File: src/rtl/nlps_pkg.sv
// Shared constants, types and the arctangent table for the nearest lane point search.
// Used by nlps_ctrl, nlps_datapath and nearest_lane_point_search; depends on nothing.
`timescale 1ns / 1ps

package nlps_pkg;

    localparam int COORD_BITS    = 24;
    localparam int FRACTION_BITS = 8;
    localparam int LANE_WIDTH    = 5;
    localparam int T_BITS        = 16;
    localparam int DIR_SHIFT     = 14;
    localparam int DIR_BITS      = 16;
    localparam int ANGLE_EXTRA   = 8;
    localparam int CORDIC_STAGES = 16;

    localparam int DW   = COORD_BITS + 1;
    localparam int MW   = COORD_BITS + 2;
    localparam int PW   = 2 * MW;
    localparam int L2W  = 2 * DW;
    localparam int DSW  = L2W + 1;
    localparam int RW   = L2W + 2;
    localparam int DENW = L2W + 1;
    localparam int QW   = T_BITS + 1;
    localparam int SRW  = DW + 3;
    localparam int AW   = DIR_BITS + ANGLE_EXTRA + 2;
    localparam int IW   = 5;
    localparam int SQRT_STEPS = DW;
    localparam int HALF_LANE  = LANE_WIDTH << (FRACTION_BITS - 1);

    localparam int IN_DATA_W   = 9 * COORD_BITS - 1;
    localparam int IN_TDATA_W  = ((IN_DATA_W + 7) / 8) * 8;
    localparam int OUT_DATA_W  = 3 * COORD_BITS + 3 * DIR_BITS;
    localparam int OUT_TDATA_W = ((OUT_DATA_W + 7) / 8) * 8;

    typedef enum logic [4:0] {
        OP_NONE, OP_INIT, OP_SQX, OP_SQZ, OP_DOTX, OP_DOTZ, OP_DOT, OP_DECIDE,
        OP_DIV, OP_QX, OP_QZ, OP_QY, OP_EX, OP_SQEX, OP_SQEZ, OP_DIST, OP_CMP,
        OP_SQRT, OP_LDX, OP_LDZ, OP_DIRZ, OP_OFFX, OP_OFFZ, OP_SPOT, OP_CORDIC,
        OP_ANGLE
    } op_t;

    typedef struct packed {
        op_t           op;
        logic [IW-1:0] iter;
        logic          load;
        logic          emit;
    } cmd_t;

    typedef struct packed {
        logic skip;
        logic t_trivial;
        logic closer;
        logic last;
        logic out_free;
    } status_t;

    function automatic logic signed [AW-1:0] atan_at(input logic [IW-1:0] i);
        logic signed [AW-1:0] v;
        case (i)
            5'd0:    v = AW'(2097152);
            5'd1:    v = AW'(1238021);
            5'd2:    v = AW'(654136);
            5'd3:    v = AW'(332050);
            5'd4:    v = AW'(166669);
            5'd5:    v = AW'(83416);
            5'd6:    v = AW'(41718);
            5'd7:    v = AW'(20860);
            5'd8:    v = AW'(10430);
            5'd9:    v = AW'(5215);
            5'd10:   v = AW'(2608);
            5'd11:   v = AW'(1304);
            5'd12:   v = AW'(652);
            5'd13:   v = AW'(326);
            5'd14:   v = AW'(163);
            5'd15:   v = AW'(81);
            default: v = '0;
        endcase
        return v;
    endfunction

endpackage

File: src/rtl/nlps_ctrl.sv
// Sequencer for the nearest lane point search: one-hot state machine and step counter.
// Depends on nlps_pkg; drives nlps_datapath through a command struct.
`timescale 1ns / 1ps

module nlps_ctrl (
    input  logic              aclk,
    input  logic              aresetn,
    input  logic              s_valid,
    output logic              s_ready,
    input  nlps_pkg::status_t status,
    output nlps_pkg::cmd_t    cmd
);

    typedef enum logic [28:0] {
        S_IDLE   = 29'd1 << 0,  S_INIT   = 29'd1 << 1,  S_SQX   = 29'd1 << 2,
        S_SQZ    = 29'd1 << 3,  S_DOTX   = 29'd1 << 4,  S_DOTZ  = 29'd1 << 5,
        S_DOT    = 29'd1 << 6,  S_DECIDE = 29'd1 << 7,  S_DIVT  = 29'd1 << 8,
        S_QX     = 29'd1 << 9,  S_QZ     = 29'd1 << 10, S_QY    = 29'd1 << 11,
        S_EX     = 29'd1 << 12, S_SQEX   = 29'd1 << 13, S_SQEZ  = 29'd1 << 14,
        S_DIST   = 29'd1 << 15, S_CMP    = 29'd1 << 16, S_SQRT  = 29'd1 << 17,
        S_LDX    = 29'd1 << 18, S_DIVX   = 29'd1 << 19, S_LDZ   = 29'd1 << 20,
        S_DIVZ   = 29'd1 << 21, S_DIRZ   = 29'd1 << 22, S_OFFX  = 29'd1 << 23,
        S_OFFZ   = 29'd1 << 24, S_SPOT   = 29'd1 << 25, S_CORDIC = 29'd1 << 26,
        S_ANGLE  = 29'd1 << 27, S_FIN    = 29'd1 << 28
    } state_t;

    state_t                  state_reg, state_next;
    logic [nlps_pkg::IW-1:0] iter_reg, iter_next;
    logic [nlps_pkg::IW-1:0] iter_last;
    logic                    looping;

    always_comb begin
        looping   = 1'b1;
        iter_last = '0;
        case (state_reg)
            S_DIVT:   iter_last = nlps_pkg::IW'(nlps_pkg::T_BITS - 1);
            S_SQRT:   iter_last = nlps_pkg::IW'(nlps_pkg::SQRT_STEPS - 1);
            S_DIVX:   iter_last = nlps_pkg::IW'(nlps_pkg::DIR_SHIFT);
            S_DIVZ:   iter_last = nlps_pkg::IW'(nlps_pkg::DIR_SHIFT);
            S_CORDIC: iter_last = nlps_pkg::IW'(nlps_pkg::CORDIC_STAGES - 1);
            default:  looping = 1'b0;
        endcase
    end

    always_comb begin
        state_next = state_reg;
        iter_next  = iter_reg;
        if (looping) begin
            iter_next = (iter_reg == iter_last) ? '0 : iter_reg + 1'b1;
        end
        case (state_reg)
            S_IDLE:   if (s_valid) state_next = S_INIT;
            S_INIT:   state_next = S_SQX;
            S_SQX:    state_next = S_SQZ;
            S_SQZ:    state_next = S_DOTX;
            S_DOTX:   state_next = S_DOTZ;
            S_DOTZ:   state_next = S_DOT;
            S_DOT:    state_next = S_DECIDE;
            S_DECIDE: begin
                if (status.skip) state_next = S_FIN;
                else if (status.t_trivial) state_next = S_QX;
                else state_next = S_DIVT;
            end
            S_DIVT:   if (iter_reg == iter_last) state_next = S_QX;
            S_QX:     state_next = S_QZ;
            S_QZ:     state_next = S_QY;
            S_QY:     state_next = S_EX;
            S_EX:     state_next = S_SQEX;
            S_SQEX:   state_next = S_SQEZ;
            S_SQEZ:   state_next = S_DIST;
            S_DIST:   state_next = S_CMP;
            S_CMP:    state_next = status.closer ? S_SQRT : S_FIN;
            S_SQRT:   if (iter_reg == iter_last) state_next = S_LDX;
            S_LDX:    state_next = S_DIVX;
            S_DIVX:   if (iter_reg == iter_last) state_next = S_LDZ;
            S_LDZ:    state_next = S_DIVZ;
            S_DIVZ:   if (iter_reg == iter_last) state_next = S_DIRZ;
            S_DIRZ:   state_next = S_OFFX;
            S_OFFX:   state_next = S_OFFZ;
            S_OFFZ:   state_next = S_SPOT;
            S_SPOT:   state_next = S_CORDIC;
            S_CORDIC: if (iter_reg == iter_last) state_next = S_ANGLE;
            S_ANGLE:  state_next = S_FIN;
            S_FIN:    if (!status.last || status.out_free) state_next = S_IDLE;
            default:  state_next = S_IDLE;
        endcase
    end

    always_ff @(posedge aclk) begin
        if (!aresetn) begin
            state_reg <= S_IDLE;
            iter_reg  <= '0;
        end else begin
            state_reg <= state_next;
            iter_reg  <= iter_next;
        end
    end

    always_comb begin
        cmd      = '0;
        cmd.op   = nlps_pkg::OP_NONE;
        cmd.iter = iter_reg;
        case (state_reg)
            S_IDLE:   cmd.load = s_valid;
            S_INIT:   cmd.op = nlps_pkg::OP_INIT;
            S_SQX:    cmd.op = nlps_pkg::OP_SQX;
            S_SQZ:    cmd.op = nlps_pkg::OP_SQZ;
            S_DOTX:   cmd.op = nlps_pkg::OP_DOTX;
            S_DOTZ:   cmd.op = nlps_pkg::OP_DOTZ;
            S_DOT:    cmd.op = nlps_pkg::OP_DOT;
            S_DECIDE: cmd.op = nlps_pkg::OP_DECIDE;
            S_DIVT:   cmd.op = nlps_pkg::OP_DIV;
            S_QX:     cmd.op = nlps_pkg::OP_QX;
            S_QZ:     cmd.op = nlps_pkg::OP_QZ;
            S_QY:     cmd.op = nlps_pkg::OP_QY;
            S_EX:     cmd.op = nlps_pkg::OP_EX;
            S_SQEX:   cmd.op = nlps_pkg::OP_SQEX;
            S_SQEZ:   cmd.op = nlps_pkg::OP_SQEZ;
            S_DIST:   cmd.op = nlps_pkg::OP_DIST;
            S_CMP:    cmd.op = nlps_pkg::OP_CMP;
            S_SQRT:   cmd.op = nlps_pkg::OP_SQRT;
            S_LDX:    cmd.op = nlps_pkg::OP_LDX;
            S_DIVX:   cmd.op = nlps_pkg::OP_DIV;
            S_LDZ:    cmd.op = nlps_pkg::OP_LDZ;
            S_DIVZ:   cmd.op = nlps_pkg::OP_DIV;
            S_DIRZ:   cmd.op = nlps_pkg::OP_DIRZ;
            S_OFFX:   cmd.op = nlps_pkg::OP_OFFX;
            S_OFFZ:   cmd.op = nlps_pkg::OP_OFFZ;
            S_SPOT:   cmd.op = nlps_pkg::OP_SPOT;
            S_CORDIC: cmd.op = nlps_pkg::OP_CORDIC;
            S_ANGLE:  cmd.op = nlps_pkg::OP_ANGLE;
            S_FIN:    cmd.emit = status.last && status.out_free;
            default:  cmd.op = nlps_pkg::OP_NONE;
        endcase
    end

    assign s_ready = (state_reg == S_IDLE);

endmodule

File: config.mk
export PLATFORM = sky130hd
export DESIGN_NAME = nlps_ctrl
export DESIGN_NICKNAME = d
export VERILOG_FILES = /design/src/rtl/nlps_pkg.sv /design/src/rtl/nlps_ctrl.sv
export SDC_FILE = /design/constraint.sdc
export NUM_CORES = 1
export LEC_CHECK = 0
export BUFFER_PORTS_ARGS = -buffer_cell sky130_fd_sc_hd__clkbuf_2
export CAP_MARGIN = 25
export CELL_PAD_IN_SITES_DETAIL_PLACEMENT = 0
export CELL_PAD_IN_SITES_GLOBAL_PLACEMENT = 1
export CORE_UTILIZATION = 33
export DETAILED_ROUTE_END_ITERATION = 8
export PLACE_DENSITY = 0.71
export SYNTH_ARGS = -nofsm -noshare
export SYNTH_HDL_FRONTEND = slang
export SYNTH_SLANG_ARGS = --single-unit
File: constraint.sdc
create_clock -name aclk -period 5.7 [get_ports aclk]
set_clock_uncertainty 0.2 [all_clocks]
set_input_delay 0.285 -clock aclk [delete_from_list [all_inputs] [get_ports aclk]]
set_output_delay 0.285 -clock aclk [all_outputs]
set_load 0.005 [all_outputs]
==> reports/summary.md <==
The flow ran to the end, and the final reports show no timing, DRC or antenna violations. The proportion of synthesized flip-flops having asynchronous set or reset works out to 0%. The logs give 1853 for the number of global-route vias before repair and 4 for the total iterations of the first detailed-routing run.

The area of the mapped netlist is 2170 µm², and the number of DRC markers in iteration 0 is 211. The cell that appears most often on the critical path is nand3_1. The cell family contributing the most delay on the critical path is simple AND/OR/NAND/NOR gates. The tools report the post-synthesis net count as 274. The run gives 31.3% as the post-synthesis sequential area ratio. Summing the areas of all xor and xnor instances in the mapped netlist gives 5.64% of the synthesized area.

The congestion estimate from routability-driven global placement came to 0.895. The tools report the insertion delay of the later-clocked pin in the worst-skew pair as 0.30 ns. For the total global-route track usage, the log shows 18.5%. After Yosys synthesis, full adders, half adders and majority gates account for 0.576% of the synthesized area.

Static timing analysis puts the maximum clock frequency at 0.283 GHz. The path class of the tightest hold or removal check is in -> reg. The synthesis-stage register bit count was 34; the count of nets after finishing was 288. Buffering stage count on the worst path with inverters included: 1.

The highest layer touched by signal routing is met4. Pin placement for this block handled 21 I/O pins. After clock tree synthesis, the clock-pin slew on the worst setup and hold paths is 0.07 ns.

The endpoint required time on the critical path is 5.22 ns. The instance count of the mapped netlist is 265, and the number of failing hold endpoints at the final stage is 0. Once detailed placement completed, the half-perimeter wirelength came to 4640 µm. The tools report the post-placement cell area as 2310 µm². The tools report the sum of met3 wire segment lengths after detailed routing as 330 µm. The final total negative setup slack was 0 ns; the initial standard-cell utilization of the core was 34.2%. The clock net in this run drives a total of 34 sinks. Dividing the detail-routed wire length by the instance count gives 16.9 µm.

For the finished layout, the period the worst path requires is 3.53 ns. From bottom edge to top edge, the die measures 83.2 µm. The average cell area after synthesis works out to 8.20 µm². Leaving out fill and tap cells, the most frequent cells in the layout are 36 x nor2_1, 34 x dfxtp_1, 20 x clkbuf_2. At the pin with the least slew margin, the transition time is 0.683 ns. The post-layout worst setup margin was 2.17 ns; the number of levels the H-tree was split into was 2. The unique cell type count in the Yosys netlist came out at 55. The die is 83.2 µm wide.

The run gives 0.109 ns as the smallest hold slack. Number of resized instances in the post-cts repair step: 0. Using the TritonRoute via totals, the vias-per-cell ratio works out to 5.84. In the final routing, the length of wire on met1 measures 2760 µm. The arrival time reported for the critical path endpoint was 3.05 ns. The count of vias placed by the detailed router was 2086; the total inserted antenna cells was 0. The highest cell delay on the worst timing path was 0.52 ns; the global-route wire length before repair was 9970 µm.

The slowest library cell on the worst path is nor4_1. The max-cap check violation count was 0. By area, the combinational part of the netlist is dominated by simple AND/OR/NAND/NOR gates.

Setup violations remaining at the end of the flow were counted as 0. In this run, CTS created clock tree buffers numbering 5. Multiplexer cells account for 0.461% of the synthesized area. Worst slew margin relative to its limit: 54.0%. Relative to the synthesized area, the layout overhead comes to 10.5%.

The residual antenna-violating net count after detailed routing is 0. Setup repair after global routing left no endpoint under its margin. The library cell used as clock root buffer is clkbuf_8. The pin count of the biggest net entering global routing came out at 13. The worst setup path is of the reg -> out kind. The number of flip-flops under the largest register name is 29, and the wire length on met2 is 2770 µm. Summed over all cells, the static leakage comes to 0.000918 µW. The number of input and output port buffers inserted is 20. For the sum of overflow across all layers after global routing, the log shows 0.

The run gives 0 as the number of hold buffers added after CTS. Cells with a size suffix above 1 make up 15.7% of the layout. The die covers 6910 µm². The most used flip-flop cell after synthesis is dfxtp_1. TritonCTS built the clock tree. Final period utilization: 62.0%. In this run the power density over the cells is 204 nW/µm². Commonest non-fill, non-tap cell in the layout: nor2_1. The complex-gate fraction of the synthesized area was 12.4%.

Share of synthesized cell area in and, or, nand and nor gates: 45.3%. Walking the worst path, the cells encountered are or3_1 -> nor4_1 -> nand3_1 -> nor3_1 -> nand3b_1 -> nand3_1 -> nor3b_1 -> nand3_1 -> clkbuf_2. For the number of warnings printed during yosys synthesis, the log shows 0. The worst setup path is launched from a register. IR analysis of the VDD net gives a maximum drop of 0.0000864 V.

Post-CTS timing repair inserted 0 buffers for setup. The core region is 6350 µm². After detailed routing, the number of remaining DRC violations is 0. The finished cells cover 2400 µm². The number of enable flip-flop cells after synthesis came out at 0. The clock passes through at most 2 buffers. The worst-path maximum fanout was 7. The final number of max-transition violations came out at 0. The number of core rows came out at 29.

The run gives 6020 µm as the routed wire length. Before CTS, the worst setup slack after placement is 2.42 ns. The worst setup path is captured at a primary output. Initial antenna violation count: 0.
synthesized netlist by cell type, types with 4 or more instances:
cell | instances | area share (%)
and2_1 | 4 | 1.2
inv_1 | 9 | 1.6
xor2_1 | 7 | 2.8
nor4b_1 | 5 | 2.0
nor2_1 | 36 | 6.2
nor3_1 | 13 | 3.0
nand3_1 | 12 | 2.8
a21oi_1 | 13 | 3.0
and3_1 | 10 | 2.9
dfxtp_1 | 34 | 31
o21ai_0 | 8 | 1.8
nand4b_1 | 5 | 2.0
nand4_1 | 10 | 2.9
nand2_1 | 11 | 1.9
clkbuf_1 | 10 | 1.7
xnor2_1 | 7 | 2.8
nor4_1 | 11 | 3.2
metrics by stage:
step / power, µW / utilization [%] / std cells
final: 490 / 37.8 / 357
after global routing: 514 / 37.8 / 357
after CTS: 491 / 37.8 / 357
after detailed placement: 307 / 36.4 / 349
after global placement: 308 / 36.4 / 349
after floorplan: 290 / - / 265
final timing paths:
kind / from / endpoint / slack, ns / cells past startpoint
max: state_reg[28] / cmd[7] / 2.17 / 9
min: status[2] / state_reg[17] / 0.11 / 3
max reg2reg: state_reg[4] / state_reg[26] / 2.41 / 8
min reg2reg: iter_reg[3] / iter_reg[3] / 0.35 / 2
report_power, final:
group          internal [µW]  switching (µW)
Clock                   97.5            90.4
Combinational           19.6            40.6
Sequential               239            2.35
cell families (layout without fill, tap and decap cells):
kind of cell    Yosys count  in the layout
xor+xnor                 14             14
buf+inv                  22             37
simple gates            155            155
flops                    34             34
mux                       1              1
fa+ha+maj                 1              1
compound gates           38             38
worst min-delay path, cell delays in order:
cell and delay, ns:
clkbuf_2 0.12, a22oi_1 0.08, nor2_1 0.08
layer usage:
layer / up-vias / global-route usage, %
met2: 68 / 28.5
met5: - / 0
met1: 985 / 24.9
met3: 13 / 4.27
met4: 0 / 7.52
li1: 1020 / -
layout make-up:
class,count,area [µm²]
clock buffers,7,86.3
clock inverters,1,5.00
fillers,682,3950
inverters,9,33.8
multi-input cells,209,1400
flip-flops and latches,34,681
well taps,77,96.3
repair buffers,20,100
No activity file was read; power rests on OpenSTA's default activity.
